### src/rtl/button_press_classifier_unit_macros.svh
// assertion macros shared by the button press classifier rtl
`ifndef BUTTON_PRESS_CLASSIFIER_UNIT_MACROS_SVH
`define BUTTON_PRESS_CLASSIFIER_UNIT_MACROS_SVH

// same-cycle implication, checked outside reset
`define BPC_ASSERT_NOW(label, clk, rst, cond, expr, msg) \
   label: assert property (@(posedge clk) disable iff (rst) (cond) |-> (expr)) \
      else $error(msg);

// next-cycle implication, checked outside reset
`define BPC_ASSERT_NEXT(label, clk, rst, cond, expr, msg) \
   label: assert property (@(posedge clk) disable iff (rst) (cond) |=> (expr)) \
      else $error(msg);

`endif

### src/rtl/bpc_pkg.sv
// types and constants of the button press classifier
package bpc_pkg;

   // fixed field widths
   localparam int BTN_W     = 5;
   localparam int CFG_W     = 16;
   localparam int CSR_IDX_W = 2;

   // register reset values
   localparam logic [CFG_W-1:0] DEBOUNCE_TICKS_RST = 16'd10;
   localparam logic [CFG_W-1:0] SHORT_TICKS_RST    = 16'd250;
   localparam logic [CFG_W-1:0] LONG_TICKS_RST     = 16'd3000;

   // register indexes
   typedef enum logic [CSR_IDX_W-1:0] {
      REG_DEBOUNCE_TICKS = 2'd0,
      REG_SHORT_TICKS    = 2'd1,
      REG_LONG_TICKS     = 2'd2
   } csr_reg_type;

   // per-button press phase
   typedef enum logic [1:0] {
      PH_IDLE     = 2'd0,
      PH_DEBOUNCE = 2'd1,
      PH_SHORT    = 2'd2,
      PH_HELD     = 2'd3
   } phase_type;

   // what one lane found in one beat
   typedef struct packed {
      logic short_hit;
      logic long_hit;
   } lane_hit_type;

endpackage

### src/rtl/bpc_if.sv
// valid/ready channels of the button press classifier
interface bpc_req_if import bpc_pkg::*; ();
   logic             valid;
   logic             ready;
   logic             tick;
   logic [BTN_W-1:0] buttons;
   logic             clear_flags;

   modport source (output valid, tick, buttons, clear_flags, input ready);
   modport sink   (input valid, tick, buttons, clear_flags, output ready);
endinterface

interface bpc_rsp_if import bpc_pkg::*; ();
   logic             valid;
   logic             ready;
   logic [BTN_W-1:0] short_flags;
   logic [BTN_W-1:0] long_flags;

   modport source (output valid, short_flags, long_flags, input ready);
   modport sink   (input valid, short_flags, long_flags, output ready);
endinterface

### src/rtl/bpc_lane.sv
// one button: press phase machine and its three down-counting timers
module bpc_lane import bpc_pkg::*; #(
   parameter int TIMER_BITS = 16
) (
   input  logic                  clock,
   input  logic                  reset,
   input  logic                  step,
   input  logic                  tick,
   input  logic                  pressed,
   input  logic [TIMER_BITS-1:0] deb_load,
   input  logic [TIMER_BITS-1:0] short_load,
   input  logic [TIMER_BITS-1:0] long_load,
   output lane_hit_type          hit
);

   phase_type             phase_ff, phase_in;
   logic [TIMER_BITS-1:0] deb_ff, deb_in;
   logic [TIMER_BITS-1:0] short_ff, short_in;
   logic [TIMER_BITS-1:0] long_ff, long_in;
   logic [TIMER_BITS-1:0] deb_dec, short_dec, long_dec;

   // tick: every running timer drops by one
   always_comb begin
      deb_dec   = (tick && deb_ff != '0)   ? deb_ff - 1'b1   : deb_ff;
      short_dec = (tick && short_ff != '0) ? short_ff - 1'b1 : short_ff;
      long_dec  = (tick && long_ff != '0)  ? long_ff - 1'b1  : long_ff;
   end

   // phase update on the decremented timers
   always_comb begin
      phase_in      = phase_ff;
      deb_in        = deb_dec;
      short_in      = short_dec;
      long_in       = long_dec;
      hit.short_hit = 1'b0;
      hit.long_hit  = 1'b0;
      case (phase_ff)
         PH_IDLE: begin
            if (pressed) begin
               deb_in   = deb_load;
               short_in = short_load;
               long_in  = long_load;
               phase_in = PH_DEBOUNCE;
            end
         end
         PH_DEBOUNCE: begin
            if (deb_dec == '0) phase_in = pressed ? PH_SHORT : PH_IDLE;
         end
         PH_SHORT: begin
            if (short_dec == '0) begin
               if (pressed) begin
                  phase_in = PH_HELD;
               end else begin
                  hit.short_hit = 1'b1;
                  phase_in      = PH_IDLE;
               end
            end
         end
         PH_HELD: begin
            if (!pressed) begin
               hit.long_hit  = (long_dec == '0);
               hit.short_hit = (long_dec != '0);
               phase_in      = PH_IDLE;
            end
         end
         default: phase_in = PH_IDLE;
      endcase
   end

   // state registers advance once per accepted beat
   always_ff @(posedge clock) begin
      if (reset) begin
         phase_ff <= PH_IDLE;
         deb_ff   <= '0;
         short_ff <= '0;
         long_ff  <= '0;
      end else if (step) begin
         phase_ff <= phase_in;
         deb_ff   <= deb_in;
         short_ff <= short_in;
         long_ff  <= long_in;
      end
   end

endmodule

### src/rtl/bpc_merge.sv
// merge of lane results into the sticky short and long flag sets
module bpc_merge import bpc_pkg::*; #(
   parameter int LANES = 5
) (
   input  logic             clock,
   input  logic             reset,
   input  logic             step,
   input  logic             clear,
   input  lane_hit_type     hits [LANES],
   output logic [BTN_W-1:0] short_flags,
   output logic [BTN_W-1:0] long_flags
);

   logic [BTN_W-1:0] short_set, long_set;
   logic [BTN_W-1:0] short_ff, short_in;
   logic [BTN_W-1:0] long_ff, long_in;

   // gather lane hits into flag-wide vectors
   always_comb begin
      short_set = '0;
      long_set  = '0;
      for (int i = 0; i < LANES; i++) begin
         short_set[i] = hits[i].short_hit;
         long_set[i]  = hits[i].long_hit;
      end
   end

   // clear first, then raise this beat's flags
   always_comb begin
      short_in = (clear ? '0 : short_ff) | short_set;
      long_in  = (clear ? '0 : long_ff) | long_set;
   end

   always_ff @(posedge clock) begin
      if (reset) begin
         short_ff <= '0;
         long_ff  <= '0;
      end else if (step) begin
         short_ff <= short_in;
         long_ff  <= long_in;
      end
   end

   assign short_flags = short_ff;
   assign long_flags  = long_ff;

endmodule

### src/rtl/button_press_classifier_unit.sv
// top level of the button press classifier
//
// Usage: each req beat carries the sampled button levels, a millisecond
// tick and a clear request; each req beat yields exactly one rsp beat with
// the sticky short and long press flags as they stand after that beat.
// Every button has its own lane (phase machine and three timers) and all
// lanes step together in the cycle the req beat is taken; a merge stage
// folds the lane results into the flag registers, which drive rsp directly.
// The rsp beat is valid in the cycle after the req beat is taken.
// Throughput: one beat per cycle while rsp does not stall, bounded by the single rsp register.
// When the rsp side stalls, the rsp beat holds and req ready drops until
// it is taken; outside reset, req ready is high whenever the rsp register
// is empty or being drained in the same cycle.
// Reset (synchronous): all buttons idle, timers and flags zero, the
// registers back to debounce 10, short 250, long 3000 ticks.
// Configuration: csr_we writes csr_wdata to register csr_index (0 debounce,
// 1 short, 2 long); other indexes are ignored. Write only when idle.
`include "button_press_classifier_unit_macros.svh"

module button_press_classifier_unit import bpc_pkg::*; #(
   parameter int NUM_BUTTONS = 5,
   parameter int TIMER_BITS  = 16
) (
   input  logic                 clock,
   input  logic                 reset,
   bpc_req_if.sink              req_bus,
   bpc_rsp_if.source            rsp_bus,
   input  logic                 csr_we,
   input  logic [CSR_IDX_W-1:0] csr_index,
   input  logic [CFG_W-1:0]     csr_wdata
);

   localparam int LANES = (NUM_BUTTONS < BTN_W) ? NUM_BUTTONS : BTN_W;

   logic [CFG_W-1:0]      deb_ticks_ff, short_ticks_ff, long_ticks_ff;
   logic [TIMER_BITS-1:0] deb_load, short_load, long_load;
   logic                  rsp_valid_ff;
   logic                  req_fire;
   lane_hit_type          hits [LANES];

   // configuration registers
   always_ff @(posedge clock) begin
      if (reset) begin
         deb_ticks_ff   <= DEBOUNCE_TICKS_RST;
         short_ticks_ff <= SHORT_TICKS_RST;
         long_ticks_ff  <= LONG_TICKS_RST;
      end else if (csr_we) begin
         case (csr_index)
            REG_DEBOUNCE_TICKS: deb_ticks_ff   <= csr_wdata;
            REG_SHORT_TICKS:    short_ticks_ff <= csr_wdata;
            REG_LONG_TICKS:     long_ticks_ff  <= csr_wdata;
            default: ;
         endcase
      end
   end

   // timer load values, saturated to the timer width
   generate
      if (TIMER_BITS >= CFG_W) begin : g_wide_timer
         assign deb_load   = TIMER_BITS'(deb_ticks_ff);
         assign short_load = TIMER_BITS'(short_ticks_ff);
         assign long_load  = TIMER_BITS'(long_ticks_ff);
      end else begin : g_narrow_timer
         localparam logic [CFG_W-1:0] SAT = CFG_W'({TIMER_BITS{1'b1}});
         assign deb_load   = (deb_ticks_ff > SAT)   ? '1 : TIMER_BITS'(deb_ticks_ff);
         assign short_load = (short_ticks_ff > SAT) ? '1 : TIMER_BITS'(short_ticks_ff);
         assign long_load  = (long_ticks_ff > SAT)  ? '1 : TIMER_BITS'(long_ticks_ff);
      end
   endgenerate

   // handshake: take a req beat whenever the rsp register can move on
   assign req_bus.ready = !reset && (!rsp_valid_ff || rsp_bus.ready);
   assign req_fire      = req_bus.valid && req_bus.ready;

   always_ff @(posedge clock) begin
      if (reset) begin
         rsp_valid_ff <= 1'b0;
      end else if (req_fire) begin
         rsp_valid_ff <= 1'b1;
      end else if (rsp_bus.ready) begin
         rsp_valid_ff <= 1'b0;
      end
   end

   // one lane per button, at most BTN_W lanes
   generate
      for (genvar i = 0; i < LANES; i++) begin : g_lane
         bpc_lane #(
            .TIMER_BITS (TIMER_BITS)
         ) u_lane (
            .clock      (clock),
            .reset      (reset),
            .step       (req_fire),
            .tick       (req_bus.tick),
            .pressed    (req_bus.buttons[i]),
            .deb_load   (deb_load),
            .short_load (short_load),
            .long_load  (long_load),
            .hit        (hits[i])
         );
      end
   endgenerate

   // flag merge, its registers drive the rsp payload
   bpc_merge #(
      .LANES (LANES)
   ) u_merge (
      .clock       (clock),
      .reset       (reset),
      .step        (req_fire),
      .clear       (req_bus.clear_flags),
      .hits        (hits),
      .short_flags (rsp_bus.short_flags),
      .long_flags  (rsp_bus.long_flags)
   );

   assign rsp_bus.valid = rsp_valid_ff;

   // checks
   `BPC_ASSERT_NEXT(a_fire_gives_rsp, clock, reset, req_fire, rsp_valid_ff,
      "accepted req beat did not produce a rsp beat")
   `BPC_ASSERT_NEXT(a_flags_hold, clock, reset, !req_fire,
      $stable(rsp_bus.short_flags) && $stable(rsp_bus.long_flags),
      "flags changed without an accepted req beat")
   `BPC_ASSERT_NEXT(a_flags_sticky, clock, reset, req_fire && !req_bus.clear_flags,
      ((rsp_bus.short_flags & $past(rsp_bus.short_flags)) == $past(rsp_bus.short_flags))
      && ((rsp_bus.long_flags & $past(rsp_bus.long_flags)) == $past(rsp_bus.long_flags)),
      "flag dropped without a clear request")
   `BPC_ASSERT_NOW(a_no_take_on_stall, clock, reset, rsp_valid_ff && !rsp_bus.ready,
      !req_fire, "req beat taken while rsp beat stalled")

endmodule
### src/flat_wrapper.sv
// flat-port wrapper written by rule: the top's interface ports become plain ports
module button_press_classifier_unit_flat import bpc_pkg::*;
#(
   parameter int NUM_BUTTONS = 5,
   parameter int TIMER_BITS  = 16
)
  (clock, reset, csr_we, csr_index, csr_wdata, req_bus_valid, req_bus_tick, req_bus_buttons, req_bus_clear_flags, req_bus_ready, rsp_bus_valid, rsp_bus_short_flags, rsp_bus_long_flags, rsp_bus_ready);
  bpc_req_if req_bus_i ();
  bpc_rsp_if rsp_bus_i ();
  input  logic clock;
  input  logic reset;
  input  logic csr_we;
  input  logic [CSR_IDX_W-1:0] csr_index;
  input  logic [CFG_W-1:0] csr_wdata;
  input wire logic [$bits(req_bus_i.valid)-1:0] req_bus_valid;
  input wire logic [$bits(req_bus_i.tick)-1:0] req_bus_tick;
  input wire logic [$bits(req_bus_i.buttons)-1:0] req_bus_buttons;
  input wire logic [$bits(req_bus_i.clear_flags)-1:0] req_bus_clear_flags;
  output wire logic [$bits(req_bus_i.ready)-1:0] req_bus_ready;
  output wire logic [$bits(rsp_bus_i.valid)-1:0] rsp_bus_valid;
  output wire logic [$bits(rsp_bus_i.short_flags)-1:0] rsp_bus_short_flags;
  output wire logic [$bits(rsp_bus_i.long_flags)-1:0] rsp_bus_long_flags;
  input wire logic [$bits(rsp_bus_i.ready)-1:0] rsp_bus_ready;
  assign req_bus_i.valid = req_bus_valid;
  assign req_bus_i.tick = req_bus_tick;
  assign req_bus_i.buttons = req_bus_buttons;
  assign req_bus_i.clear_flags = req_bus_clear_flags;
  assign req_bus_ready = req_bus_i.ready;
  assign rsp_bus_valid = rsp_bus_i.valid;
  assign rsp_bus_short_flags = rsp_bus_i.short_flags;
  assign rsp_bus_long_flags = rsp_bus_i.long_flags;
  assign rsp_bus_i.ready = rsp_bus_ready;
  button_press_classifier_unit #(.NUM_BUTTONS(NUM_BUTTONS), .TIMER_BITS(TIMER_BITS)) u_core (.clock(clock), .reset(reset), .req_bus(req_bus_i), .rsp_bus(rsp_bus_i), .csr_we(csr_we), .csr_index(csr_index), .csr_wdata(csr_wdata));
endmodule
### config.mk
export PLATFORM = sky130hd
export DESIGN_NAME = button_press_classifier_unit_flat
export DESIGN_NICKNAME = d
export VERILOG_FILES = /design/src/rtl/bpc_pkg.sv /design/src/rtl/bpc_if.sv /design/src/rtl/bpc_lane.sv /design/src/rtl/bpc_merge.sv /design/src/rtl/button_press_classifier_unit.sv /design/src/flat_wrapper.sv
export VERILOG_INCLUDE_DIRS = /design/src /design/src/rtl
export SDC_FILE = /design/constraint.sdc
export NUM_CORES = 1
export LEC_CHECK = 0
export BUFFER_PORTS_ARGS = -buffer_cell sky130_fd_sc_hd__buf_2
export CAP_MARGIN = 20
export CORE_AREA = 2 2 203 205
export DETAILED_ROUTE_END_ITERATION = 8
export DIE_AREA = 0 0 205 207
export GPL_TIMING_DRIVEN = 1
export PLACE_DENSITY_LB_ADDON = 0.25
export SYNTH_ARGS = -nofsm -noshare
export SYNTH_HDL_FRONTEND = slang
export SYNTH_SLANG_ARGS = --single-unit
### constraint.sdc
create_clock -name clock -period 6.9 [get_ports clock]
set_input_delay 0 -clock clock [delete_from_list [all_inputs] [get_ports clock]]
set_output_delay 0 -clock clock [all_outputs]
set_load 0.05 [all_outputs]
==> out/qor.yml <==
yosys:
  synth_top_area_cell: "dfxtp_1"
  synth_top_area_share_pct: 31.2
  synth_cell_type_count: 79
  synthArstFlopShare_pct: 0
  synthCells: 2870
  syn_avg_cell_area_um2: 6.92
  netlist_top_cells_area: "dfxtp_1 31%, nor2_1 7.2%, a21oi_1 7.1%"
  yosysSeqAreaShare_pct: 31.2
  yosys_register_bits: 309
  syn_area_mm2: 0.0199
  ys.flop_type: "dfxtp_1"
  synth_warnings: 0
  syn_nets: 2930
  synth-edff-count: 0
die:
  io_pins: 42
  dieArea_mm2: 0.0424
  die_x_um: 205
  rows: 74
  core_area_mm2: 0.0404
  die_h_um: 207
  start_util_pct: 49.2
clock_tree:
  ctsResizeCount: 0
  cts_setup_buffers: 0
  cts_hold_buf: 29
  root_buffer: "clkbuf_16"
  worstSkewPairLatency_ps: 560
  cts_buffer_depth: 3
  cts_max_level: 2
  clkSlewWorstSetupHoldPaths_ps: 60
  numCtsBuffers: 37
  clock_sinks: 309
  cts_tree: "done"
global_routing:
  grt_pass1_vias: 19667
  grt_start_max_net_pins: 143
  grt_pass1_wl_um: 108000
  antenna_found_initial: 1
  grt_overflow: 0
  track_usage_pct: 32.1
layout:
  final_common_cell: "nor2_1"
  final_util_pct: 53.7
  drive_gt1_share_pct: 5.47
  layout.cells.most_common_list: "379 x nor2_1, 374 x nand2_1, 309 x dfxtp_1, 281 x a21oi_1, 270 x o21ai_0"
  final_net_count: 2849
  final_area_mm2: 0.0217
  n_antenna_cell: 0
  area_growth_syn_to_layout_pct: 9.21
timing:
  final-hold-violation-count: 0
  tightestPinTransition_ps: 1060
  period_share_pct: 49.6
  fin_worst_skew_ps: 17.7
  final-setup-viol-count: 0
  fin_crit_ps: 3420
  maxSlewViolCount: 0
  rsz0062_at_grt: "no"
  timing.hold.ws_ps: 150
  fmax_mhz: 292
  fin_tns_setup_ps: 0
  max_slew_margin_pct: 29.3
power:
  p_per_area_mw_per_mm2: 267
  p_leak_nw: 7.69
  power.total_mw: 5.79
  vdd_drop_max_uv: 140
worst_setup_path:
  critical_path_class: "register to register"
  crit_fanout: 12
  start_kind: "register"
  cp.arrival_ps: 3880
  crit_required_ps: 7360
  endpoint_kind: "register"
  r2r-start: "u_core.g_lane[3].u_lane.long_ff[0]"
  critPathLaunch: "u_core.g_lane[3].u_lane.long_ff[0]"
routing:
  dr.pass1.iters: 8
  drc_errors: 0
  via_per_inst: 6.54
  wl_um: 70300
  ant_nets: 0
  vias: 21905
  drtIter0Drc: 2671
  wl_per_cell_um: 21.0
placement:
  portBuffers: 41
  placed_cell_area_mm2: 0.0201
  place_congestion: 0.945
  hpwl_um: 43900
min_path:
  hp-class: "input port to register"
  worstHoldStart: "csr_index[0]"
status:
  status: "finished, final reports clean"
job:
  cap_violations: 0
[routing by layer]
| layer | up-vias | track usage, % | wire length [um] |
|---|---|---|---|
| li1 | 10348 | - | - |
| met1 | 10344 | 43.0 | 29400 |
| met2 | 1026 | 48.7 | 30200 |
| met3 | 187 | 6.09 | 6970 |
| met4 | 0 | 17.2 | 3760 |
| met5 | - | 0 | 0 |
[synth_stat cells (all sizes together) (44+ instances only)]
| cell type | n |
|---|---|
| nor2 | 381 |
| nand2 | 375 |
| dfxtp | 309 |
| o21ai | 285 |
| a21oi | 282 |
| clkbuf | 194 |
| nor3 | 121 |
| a22oi | 72 |
| nor4 | 70 |
| a211oi | 68 |
| nand3 | 55 |
| inv | 53 |
| o22ai | 44 |
[through the flow]
| stage | instances | setup WS (ps) |
|---|---|---|
| global route | 3349 | 3240 |
| finish | 3349 | 3480 |
| detailed placement | 3253 | 3550 |
| floorplan | 2870 | 3870 |
| global placement | 3253 | 3680 |
| CTS | 3349 | 3520 |
[power breakdown]
part,leakage [nW],internal (mW),switching [mW]
clock,0.606,1.20,0.852
sequential,2.52,1.90,0.205
combinational,4.57,0.594,1.04
[area by class of cell]
cell class	instances	area [um2]
repair buffers	91	672
fillers	3935	18700
multi-input cells	2297	12700
well taps	532	666
clock buffers	52	1100
flip-flops and latches	309	6190
clock inverters	15	153
inverters	53	199
[final timing paths]
| path | endpoint | cells after the start | slack [ps] |
|---|---|---|---|
| worst max-delay path | u_core.u_merge.short_flags[3] | 10 | 3480 |
| worst min-delay path | u_core.deb_load[3] | 4 | 150 |
| worst max register to register | u_core.u_merge.short_flags[3] | 10 | 3480 |
| worst min register to register | u_core.u_merge.short_flags[4] | 2 | 460 |
[sequential cells by signal, summed over array words and instances (netlist names)]
name and count:
u_core.g_lane.u_lane.deb_ff 80, u_core.short_load 16, u_core.g_lane.u_lane.phase_ff 10, u_core.deb_load 16, u_core.rsp_bus.valid 1, u_core.g_lane.u_lane.long_ff 80, u_core.g_lane.u_lane.short_ff 80, u_core.u_merge.short_flags 5
u_core.u_merge.long_flags 5, u_core.long_load 16
[worst max-delay path, cell delays in order, from the launching register on]
cell,delay [ps]
dfxtp_1,440
inv_1,120
ha_1,210
nor4b_1,130
a41oi_1,710
nand4_1,440
or4_1,590
xnor2_1,150
nor3_1,140
nand4_1,130
a32o_1,240
[logic make-up (layout without fill, tap and decap cells)]
logic type | count (synthesis) | in the layout | share of synthesized area, %
AOI/OAI and AO/OA | 952 | 952 | 29.2
xor gates and xnor gates | 51 | 51 | 2.25
adders and majority gates | 30 | 30 | 1.89
buffers and inverters | 264 | 211 | 5.04
DFF | 309 | 309 | 31.2
muxes | 5 | 5 | 0.252
and+or+nand+nor | 1259 | 1259 | 30.3
(Power assumes the default switching activity.)
